===== config.mk =====
export PLATFORM = sky130hd
export DESIGN_NAME = dns_question_name_parser
export DESIGN_NICKNAME = d
export VERILOG_FILES = /design/src/rtl/dnsqp_pkg.sv /design/src/rtl/dns_question_name_parser.sv
export SDC_FILE = /design/constraint.sdc
export NUM_CORES = 1
export LEC_CHECK = 0
export CORE_MARGIN = 5
export CORE_UTILIZATION = 40
export CTS_BUF_LIST = sky130_fd_sc_hd__clkbuf_4 sky130_fd_sc_hd__clkbuf_8
export DETAILED_ROUTE_END_ITERATION = 6
export DONT_BUFFER_PORTS = 1
export GPL_ROUTABILITY_DRIVEN = 0
export PLACE_DENSITY_LB_ADDON = 0.3
export SYNTH_ARGS = -nofsm -noshare
export SYNTH_HDL_FRONTEND = slang
export SYNTH_SLANG_ARGS = --single-unit

===== constraint.sdc =====
create_clock -name clk -period 11.5 [get_ports clk]
set_clock_uncertainty 0.1 [all_clocks]
set_input_delay 1.15 -clock clk [delete_from_list [all_inputs] [get_ports clk]]
set_output_delay 1.15 -clock clk [all_outputs]
set_load 0.05 [all_outputs]

===== src/rtl/dnsqp_pkg.sv =====
`default_nettype none

package dnsqp_pkg;

    // Fixed header length of a message, first byte included (1 to 16)
    localparam int unsigned HEADER_BYTES = 12;
    // Most labels a question name may hold (1 to 64)
    localparam int unsigned MAX_LABELS   = 64;
    // Longest legal label
    localparam logic [7:0]  LABEL_LIMIT  = 8'd63;

    // Parser phases
    typedef enum logic [2:0] {
        PH_IDLE   = 3'd0,
        PH_HEADER = 3'd1,
        PH_LEN    = 3'd2,
        PH_LABEL  = 3'd3,
        PH_TAIL   = 3'd4,
        PH_DRAIN  = 3'd5
    } phase_t;

    // Result kinds
    typedef enum logic [1:0] {
        KIND_CHAR = 2'd0,
        KIND_DONE = 2'd1,
        KIND_BAD  = 2'd2
    } kind_t;

endpackage

`default_nettype wire


===== src/rtl/dns_question_name_parser.sv =====
// Registers: an accepted byte passes the input register, then the result
//   register; a full result slot holds the byte in the input register.
// Throughput: one byte per cycle while the result slot is free; the next parse
//   state is computed combinationally from the input register.
// Reset: rst_n is asynchronous and active low; it clears the parse state to
//   idle, empties both registers, and bytes are ignored until a first byte.
`default_nettype none

module dns_question_name_parser
#(
    parameter int unsigned HEADER_BYTES = dnsqp_pkg::HEADER_BYTES,
    parameter int unsigned MAX_LABELS   = dnsqp_pkg::MAX_LABELS
)
(
    input  wire logic        clk,
    input  wire logic        rst_n,
    input  wire logic        item_valid,
    output logic             item_ready,
    input  wire logic        first_byte,
    input  wire logic [7:0]  data_byte,
    output logic             result_valid,
    input  wire logic        result_ready,
    output logic [1:0]       kind,
    output logic [5:0]       label_index,
    output logic [5:0]       char_position,
    output logic [7:0]       label_char,
    output logic [15:0]      query_type,
    output logic [15:0]      query_class,
    output logic [6:0]       label_count
);

    import dnsqp_pkg::*;

    localparam logic [3:0] HDR_START  = 4'(HEADER_BYTES - 1);
    localparam logic [6:0] LABEL_MAX7 = 7'(MAX_LABELS);

    // Input register
    logic       stage_valid_reg;
    logic       stage_first_reg;
    logic [7:0] stage_data_reg;

    // Parse state
    phase_t      phase_reg,       phase_next;
    logic [3:0]  header_left_reg, header_left_next;
    logic [5:0]  label_left_reg,  label_left_next;
    logic [5:0]  char_pos_reg,    char_pos_next;
    logic [6:0]  labels_seen_reg, labels_seen_next;
    logic [1:0]  tail_count_reg,  tail_count_next;
    logic [23:0] tail_bytes_reg,  tail_bytes_next;

    // Result register
    logic        result_valid_reg;
    kind_t       kind_reg;
    logic [5:0]  label_index_reg;
    logic [5:0]  char_position_reg;
    logic [7:0]  label_char_reg;
    logic [15:0] query_type_reg;
    logic [15:0] query_class_reg;
    logic [6:0]  label_count_reg;

    // Result of the staged byte
    logic        res_present;
    kind_t       res_kind;
    logic [5:0]  res_index;
    logic [5:0]  res_pos;
    logic [7:0]  res_char;
    logic [15:0] res_qtype;
    logic [15:0] res_qclass;
    logic [6:0]  res_count;

    logic out_free;
    logic fire;
    logic len_bad;

    // Handshake: the staged byte moves on once the result slot is free
    assign out_free   = !result_valid_reg || result_ready;
    assign fire       = stage_valid_reg && out_free;
    assign item_ready = !stage_valid_reg || fire;

    assign len_bad = (stage_data_reg > LABEL_LIMIT) || (labels_seen_reg >= LABEL_MAX7);

    // Next parse state
    always_comb
    begin
        phase_next       = phase_reg;
        header_left_next = header_left_reg;
        label_left_next  = label_left_reg;
        char_pos_next    = char_pos_reg;
        labels_seen_next = labels_seen_reg;
        tail_count_next  = tail_count_reg;
        tail_bytes_next  = tail_bytes_reg;
        if (stage_first_reg)
        begin
            labels_seen_next = '0;
            label_left_next  = '0;
            char_pos_next    = '0;
            tail_count_next  = '0;
            tail_bytes_next  = '0;
            header_left_next = HDR_START;
            phase_next       = (HDR_START == 4'd0) ? PH_LEN : PH_HEADER;
        end
        else
        begin
            unique case (phase_reg)
                PH_HEADER:
                begin
                    header_left_next = header_left_reg - 4'd1;
                    if (header_left_reg == 4'd1)
                        phase_next = PH_LEN;
                end
                PH_LEN:
                begin
                    if (stage_data_reg == 8'd0)
                    begin
                        phase_next      = PH_TAIL;
                        tail_count_next = '0;
                        tail_bytes_next = '0;
                    end
                    else if (len_bad)
                        phase_next = PH_DRAIN;
                    else
                    begin
                        label_left_next = stage_data_reg[5:0];
                        char_pos_next   = '0;
                        phase_next      = PH_LABEL;
                    end
                end
                PH_LABEL:
                begin
                    char_pos_next   = char_pos_reg + 6'd1;
                    label_left_next = label_left_reg - 6'd1;
                    if (label_left_reg == 6'd1)
                    begin
                        labels_seen_next = labels_seen_reg + 7'd1;
                        phase_next       = PH_LEN;
                    end
                end
                PH_TAIL:
                begin
                    if (tail_count_reg != 2'd3)
                    begin
                        tail_bytes_next = {tail_bytes_reg[15:0], stage_data_reg};
                        tail_count_next = tail_count_reg + 2'd1;
                    end
                    else
                        phase_next = PH_DRAIN;
                end
                PH_IDLE, PH_DRAIN:
                begin
                end
                default:
                begin
                end
            endcase
        end
    end

    // Result of the staged byte
    always_comb
    begin
        res_present = 1'b0;
        res_kind    = KIND_CHAR;
        res_index   = '0;
        res_pos     = '0;
        res_char    = '0;
        res_qtype   = '0;
        res_qclass  = '0;
        res_count   = '0;
        if (!stage_first_reg)
        begin
            unique case (phase_reg)
                PH_LEN:
                begin
                    if (stage_data_reg != 8'd0 && len_bad)
                    begin
                        res_present = 1'b1;
                        res_kind    = KIND_BAD;
                        res_count   = labels_seen_reg;
                    end
                end
                PH_LABEL:
                begin
                    res_present = 1'b1;
                    res_kind    = KIND_CHAR;
                    res_index   = labels_seen_reg[5:0];
                    res_pos     = char_pos_reg;
                    res_char    = stage_data_reg;
                end
                PH_TAIL:
                begin
                    if (tail_count_reg == 2'd3)
                    begin
                        res_present = 1'b1;
                        res_kind    = KIND_DONE;
                        res_qtype   = tail_bytes_reg[23:8];
                        res_qclass  = {tail_bytes_reg[7:0], stage_data_reg};
                        res_count   = labels_seen_reg;
                    end
                end
                PH_IDLE, PH_HEADER, PH_DRAIN:
                begin
                end
                default:
                begin
                end
            endcase
        end
    end

    // Control registers
    always_ff @(posedge clk or negedge rst_n)
    begin
        if (!rst_n)
        begin
            stage_valid_reg  <= 1'b0;
            result_valid_reg <= 1'b0;
            phase_reg        <= PH_IDLE;
            header_left_reg  <= '0;
            label_left_reg   <= '0;
            char_pos_reg     <= '0;
            labels_seen_reg  <= '0;
            tail_count_reg   <= '0;
            tail_bytes_reg   <= '0;
        end
        else
        begin
            if (item_ready)
                stage_valid_reg <= item_valid;
            if (fire)
                result_valid_reg <= res_present;
            else if (result_ready)
                result_valid_reg <= 1'b0;
            if (fire)
            begin
                phase_reg       <= phase_next;
                header_left_reg <= header_left_next;
                label_left_reg  <= label_left_next;
                char_pos_reg    <= char_pos_next;
                labels_seen_reg <= labels_seen_next;
                tail_count_reg  <= tail_count_next;
                tail_bytes_reg  <= tail_bytes_next;
            end
        end
    end

    // Payload registers
    always_ff @(posedge clk)
    begin
        if (item_valid && item_ready)
        begin
            stage_first_reg <= first_byte;
            stage_data_reg  <= data_byte;
        end
        if (fire && res_present)
        begin
            kind_reg          <= res_kind;
            label_index_reg   <= res_index;
            char_position_reg <= res_pos;
            label_char_reg    <= res_char;
            query_type_reg    <= res_qtype;
            query_class_reg   <= res_qclass;
            label_count_reg   <= res_count;
        end
    end

    assign result_valid  = result_valid_reg;
    assign kind          = kind_reg;
    assign label_index   = label_index_reg;
    assign char_position = char_position_reg;
    assign label_char    = label_char_reg;
    assign query_type    = query_type_reg;
    assign query_class   = query_class_reg;
    assign label_count   = label_count_reg;

    // A character result comes only from inside a label
    assert property (@(posedge clk) disable iff (!rst_n)
        fire && res_present && res_kind == KIND_CHAR |-> phase_reg == PH_LABEL)
        else $error("character result outside a label");

    // Inside a label there is always at least one byte left
    assert property (@(posedge clk) disable iff (!rst_n)
        phase_reg == PH_LABEL |-> label_left_reg != 6'd0)
        else $error("label phase with no bytes left");

    // Done or malformed sends the parser to drain
    assert property (@(posedge clk) disable iff (!rst_n)
        fire && res_present && res_kind != KIND_CHAR |=> phase_reg == PH_DRAIN)
        else $error("parser not draining after a final result");

    // Label count never passes the limit
    assert property (@(posedge clk) disable iff (!rst_n)
        labels_seen_reg <= LABEL_MAX7)
        else $error("label count beyond limit");

    // A new result is loaded only when the slot is free
    assert property (@(posedge clk) disable iff (!rst_n)
        fire |-> (!result_valid_reg || result_ready))
        else $error("result overwritten before it was taken");

endmodule

`default_nettype wire


Word level (Yosys, flattened, before mapping)
Cells that the tools add are included.

word-level totals
  register bits = 124
  bits in latches = 0
  bits in writable memories = 0
  bits in read-only memories = 0
  input port bits = 13
  word-level logic and storage cells = 108
  memories kept = 0

operators by class
  add/subtract/negate cells = 5
  multiply operators = 0
  divide/modulo/power cells = 0
  order comparisons = 2
  eq/ne operators = 15
  shifts and indexed selects = 0
  muxes and demuxes = 40
  bitwise logic cells = 3
  reductions and logical operators = 25

operators by type and width
  operator                                                        number
  two-way mux 24 bit                                              3
  case mux 24 bit (2 select lines)                                1
  two-way mux 6 bit                                               6
  two-way mux 7 bit                                               5
  case mux 6 bit (2 select lines)                                 2
  inequality test 3 bit (second input constant)                   7
  two-way mux 3 bit                                               6
  case mux 7 bit (2 select lines)                                 1
  case mux 3 bit (4 select lines)                                 1
  greater-than comparator 8 x 6 -> 1 bit (second input constant)  1
  logical NOT 8 bit                                               1
  two-way mux 2 bit                                               4
  two-way mux 4 bit                                               2
  case mux 2 bit (2 select lines)                                 2
  AND reduction 4 bit                                             2
  nonzero test 2 bit                                              4
  nonzero test 8 bit                                              1
  adder 7 x 1 -> 7 bit (second input constant)                    1
  greater-or-equal comparator 7 bit (second input constant)       1
  adder 6 x 1 -> 6 bit (second input constant)                    1
  == test 3 x 2 -> 1 bit (second input constant)                  2
  == test 6 x 1 -> 1 bit (second input constant)                  1
  two-way mux 1 bit                                               6
  nonzero test 3 bit                                              2
  19 further kinds                                                27

Depth between registers and ports, before layout
  depth after elaboration = 7
  mapped depth = 7
  gate-level depth less buffers = 6

Worst setup path before layout
Ideal clock, no wire load.

  path type = input to register
  start = input result_ready
  end = register char_position_reg[0], in the netlist char_position[0], enable pin
  setup time = 0.555 ns
  arrival = 5.999 ns
  slack = 4.846 ns
  stages on the path = 4
  path buffers = 1
  path through = nand2b_1 -> nand2_2 -> clkbuf_1 -> nor3_1

on the way
  word-level cells in the longest chain between the ends = 3

ends and longest elaborated chain
  item                  RTL line                         text
  from (decl)           dns_question_name_parser.sv:22   input wire logic result_ready,
  logical OR 1 bit      dns_question_name_parser.sv:76   assign out_free = !result_valid_reg || result_ready;
  logical AND 1 bit     dns_question_name_parser.sv:77   assign fire = stage_valid_reg && out_free;
  logical AND 1 bit     dns_question_name_parser.sv:254  if (fire && res_present)
  to (signal assigned)  dns_question_name_parser.sv:258  char_position_reg <= res_pos;
  to (decl)             dns_question_name_parser.sv:55   logic [5:0] char_position_reg;

Every way passes these cells.
A chain may end at the register's enable or synchronous reset.

Worst setup path after layout
  start = register phase_reg[0]
  end = register label_char_reg[7], in the netlist label_char[7], enable pin

on the way
  word-level cells in the longest chain between the ends = 4

ends and longest elaborated chain
  item                                                            RTL line                         text
  from (decl)                                                     dns_question_name_parser.sv:43   phase_t phase_reg, phase_next;
  from (signal assigned)                                          dns_question_name_parser.sv:235  phase_reg <= phase_next;
  == test 3 bit / == test 3 x 2 -> 1 bit (equally long branches)  dns_question_name_parser.sv:171  unique case (phase_reg)
  case mux 1 bit (3 select lines) (*)                             dns_question_name_parser.sv:171
  two-way mux 1 bit (*)                                           dns_question_name_parser.sv:169  if (!stage_first_reg)
  logical AND 1 bit (*)                                           dns_question_name_parser.sv:254
  to (signal assigned)                                            dns_question_name_parser.sv:259  label_char_reg <= res_char;
  to (decl)                                                       dns_question_name_parser.sv:56   logic [7:0] label_char_reg;

Mark *: on every way between the ends. The rest lies on a longest branch, timed or not.

==> results_dict.tcl <==
set metrics [dict create \
    outcome "finished clean" \
    grt_max_degree 62 \
    top_layer_used "met4" \
    syn-cell-area_um2 5710 \
    cts_htree_levels 4 \
    placed_cell_area_um2 5800 \
    ys_ff_latch 124 \
    critical-path-top-delay-family "simple AND/OR/NAND/NOR gates" \
    wl_met2_um 5580 \
    path_clk_slew_ns 0.07 \
    ir_worst_vdd_mv 0.0697 \
    synth_top_family_by_area "simple AND/OR/NAND/NOR gates" \
    wl_per_cell_um 18.9 \
    clk_latency_ns 0.43 \
    grt_pass1_wl_um 19800 \
    endpoint_kind "register" \
    hold_path.class "input port to asynchronous set/reset pin" \
    final-hold-violation-count 0 \
    fp.dieW_um 129 \
    post_cts_buffers 0 \
    clk_path_buf_depth 2 \
    ant_nets 0 \
    synthArstFlopShare_pct 43.5 \
    portBuffers 0 \
    grt_pass1_vias 3608 \
    yosys.area_share.simple_pct 19.6 \
    cp.depth 5 \
    maxCapViolCount 0 \
    tightest_slew_ns 1.15 \
    grt_usage_pct 15.4 \
    wl_met3_um 903 \
    finalSetupViolations 0 \
    drt-met1-wl_um 5640 \
    critPathMaxStageDelay_ns 0.96 \
    vias 3620 \
    dp_hpwl_um 7950 \
    cts_hold_buf 0 \
    cts_tree "built" \
    slew_headroom_pct 23.1 \
    crit_type "register to register" \
    critPathLaunch "phase_reg[0]" \
    rr_startpoint "phase_reg[0]" \
    drc 0 \
    grt_overflow 0 \
    largest_register_ffs 24 \
    synthCells 462 \
    p_leak_nw 2.46 \
    r2r_slack_ns 8.06 \
    yosys.area.top_type "edfxtp_1" \
    antenna_found_initial 0 \
    slew_viol_final 0 \
    synthMuxAreaShare_pct 6.24 \
    antennaDiodeCount 0 \
    die_h_um 129 \
    yosysUniqueCellTypes 67 \
    ys_top_cells_by_count "edfxtp_1 (70), nand2_1 (60), and3_1 (54), dfrtp_1 (54), mux2i_1 (30)" \
    synthToLayoutAreaGrowth_pct 8.65 \
    rr_endpoint "label_char[7]" \
    synth_compound_area_share_pct 8.15 \
    rsz0062_at_grt "false" \
    synth-edff-count 70 \
    endpoint "label_char[7]" \
    maxClockFrequency_mhz 290 \
    ys_top_cells_by_area "edfxtp_1 (37%), dfrtp_1 (24%), and3_1 (5.9%)" \
    cp_num_buf_inv 1 \
    required_ns 11.46 \
    synth_nets 482 \
    viasPerCell 5.57 \
    synthXorXnorAreaFrac_pct 0 \
    ys_warn_count 0 \
    powerDensity_nw_per_um2 215 \
    cp_slowest_cell "and2_1" \
    die_area_um2 16800 \
    start_util_pct 41.0 \
    drtIter0Drc 273 \
    ys_seq_area_share_pct 60.5 \
    final_nets 477 \
    critPathMaxFanout 61 \
    multiInputGateArea_um2 2040 \
    crit_path_start_kind "register" \
    reg2regPathDepth 5 \
    final-seq-area_um2 3450 \
    period_minus_slack_ns 3.44 \
    fin_crit_sh_pct 29.9 \
    design_area_um2 6210 \
    ys.flop_type "edfxtp_1" \
    cts_sinks 124 \
    cts_root_buf "clkbuf_8" \
    syn-mean-instance-area_um2 12.4 \
    cts_buffers 17 \
    yosys.area_share.adder_pct 1.53 \
    drive_above_1_share_pct 13.0 \
    ioPinCount 76 \
    fin_setup_tns_ns 0 \
    path_cells "nor3b_1, and2_1, a211oi_1, nor3_2, buf_4" \
    fillers 1271 \
    dr.pass1.iters 4 \
    rows 43 \
    cts_resized 0 \
    yosysTopAreaCellShare_pct 36.8 \
    cp_data_arrival_time_ns 3.40 \
    core-area_um2 13900 \
    wirelength_um 12300 \
    synth.most_common_cell "edfxtp_1" \
]
-- report_power, final --
| part | internal [W] | switching (W) |
|---|---|---|
| registers | 0.000536 | 0.000145 |
| clock network | 0.000199 | 0.000184 |
| logic | 0.0000948 | 0.000174 |
-- metrics by stage --
step | setup slack [ns] | utilization [%] | hold slack (ns) | cells | power, W
3_5_place_dp | 8.13 | 41.7 | 0.421 | 618 | 0.000958
2_1_floorplan | 4.85 | - | 0.367 | 462 | 0.000911
5_1_grt | 7.83 | 44.5 | 0.252 | 650 | 0.00140
6_report | 8.06 | 44.5 | 0.306 | 650 | 0.00133
3_3_place_gp | 8.35 | 41.7 | 0.409 | 618 | 0.000950
4_1_cts | 8.11 | 44.5 | 0.267 | 650 | 0.00134
-- worst reg2reg max path: cells and delay by family, from the launching register on --
family / cells / cell delay [ns]
compound gates: 1 / 0.21
flops: 1 / 0.55
simple gates: 3 / 1.55
buf+inv: 1 / 0.63
-- routing by layer --
| metal | global-route usage [%] | vias to the layer above |
|---|---|---|
| met4 | 5.81 | 0 |
| met5 | 0 | - |
| met1 | 21.5 | 1775 |
| met2 | 22.3 | 125 |
| li1 | - | 1706 |
| met3 | 5.11 | 14 |
-- cells by family after synthesis --
logic type               Yosys count
buffers and inverters             43
AND/OR/NAND/NOR                  193
flip-flops                       124
multiplexers                      35
AO/OA/AOI/OAI                     60
adder cells (fa/ha/maj)            7
-- cell type report --
type	instances	area share [%]
sequential	124	55.6
clock buffer	18	3.89
inverter	14	0.847
multi-input combinational	295	32.8
tap	180	3.63
timing repair buffer	5	0.605
clock inverter	14	2.58
-- how the worst min path moves through the flow --
| stage | startpoint | endpoint | cells past startpoint |
|---|---|---|---|
| after floorplan | char_pos_reg[4] | char_pos_reg[4] | 1 |
| after global placement | tail_bytes_reg[19] | tail_bytes_reg[19] | 2 |
| after detailed placement | tail_bytes_reg[16] | tail_bytes_reg[16] | 2 |
| after CTS | rst_n | header_left_reg[3] | 0 |
| after global routing | rst_n | tail_bytes_reg[2] | 0 |
| final | rst_n | char_pos_reg[0] | 0 |
-- layout by cell type, fill, tap and decap left out, types with 2 or more instances in the layout --
master	n
mux2_1	2
nor2b_1	4
a41oi_1	2
a21oi_1	16
nor3_2	2
mux2i_1	30
nor4_1	2
a22o_1	2
ha_1	7
inv_6	5
clkbuf_8	17
a31oi_1	3
bufinv_16	2
nor3b_1	7
edfxtp_1	70
mux2_2	3
nand2_1	60
o32ai_1	3
a211oi_1	3
clkinv_4	5
a221oi_1	2
and3_1	54
o31ai_1	5
nor4_4	3
or4_1	4
nand2b_1	4
o21ai_0	5
nand3_1	9
a21o_1	2
inv_1	14
dfrtp_1	54
nor3_1	7
buf_4	5
and3_2	2
nor2_1	17
a211o_1	2
and2_1	2
nand4_1	3
Power figures use the tool's default switching activity.
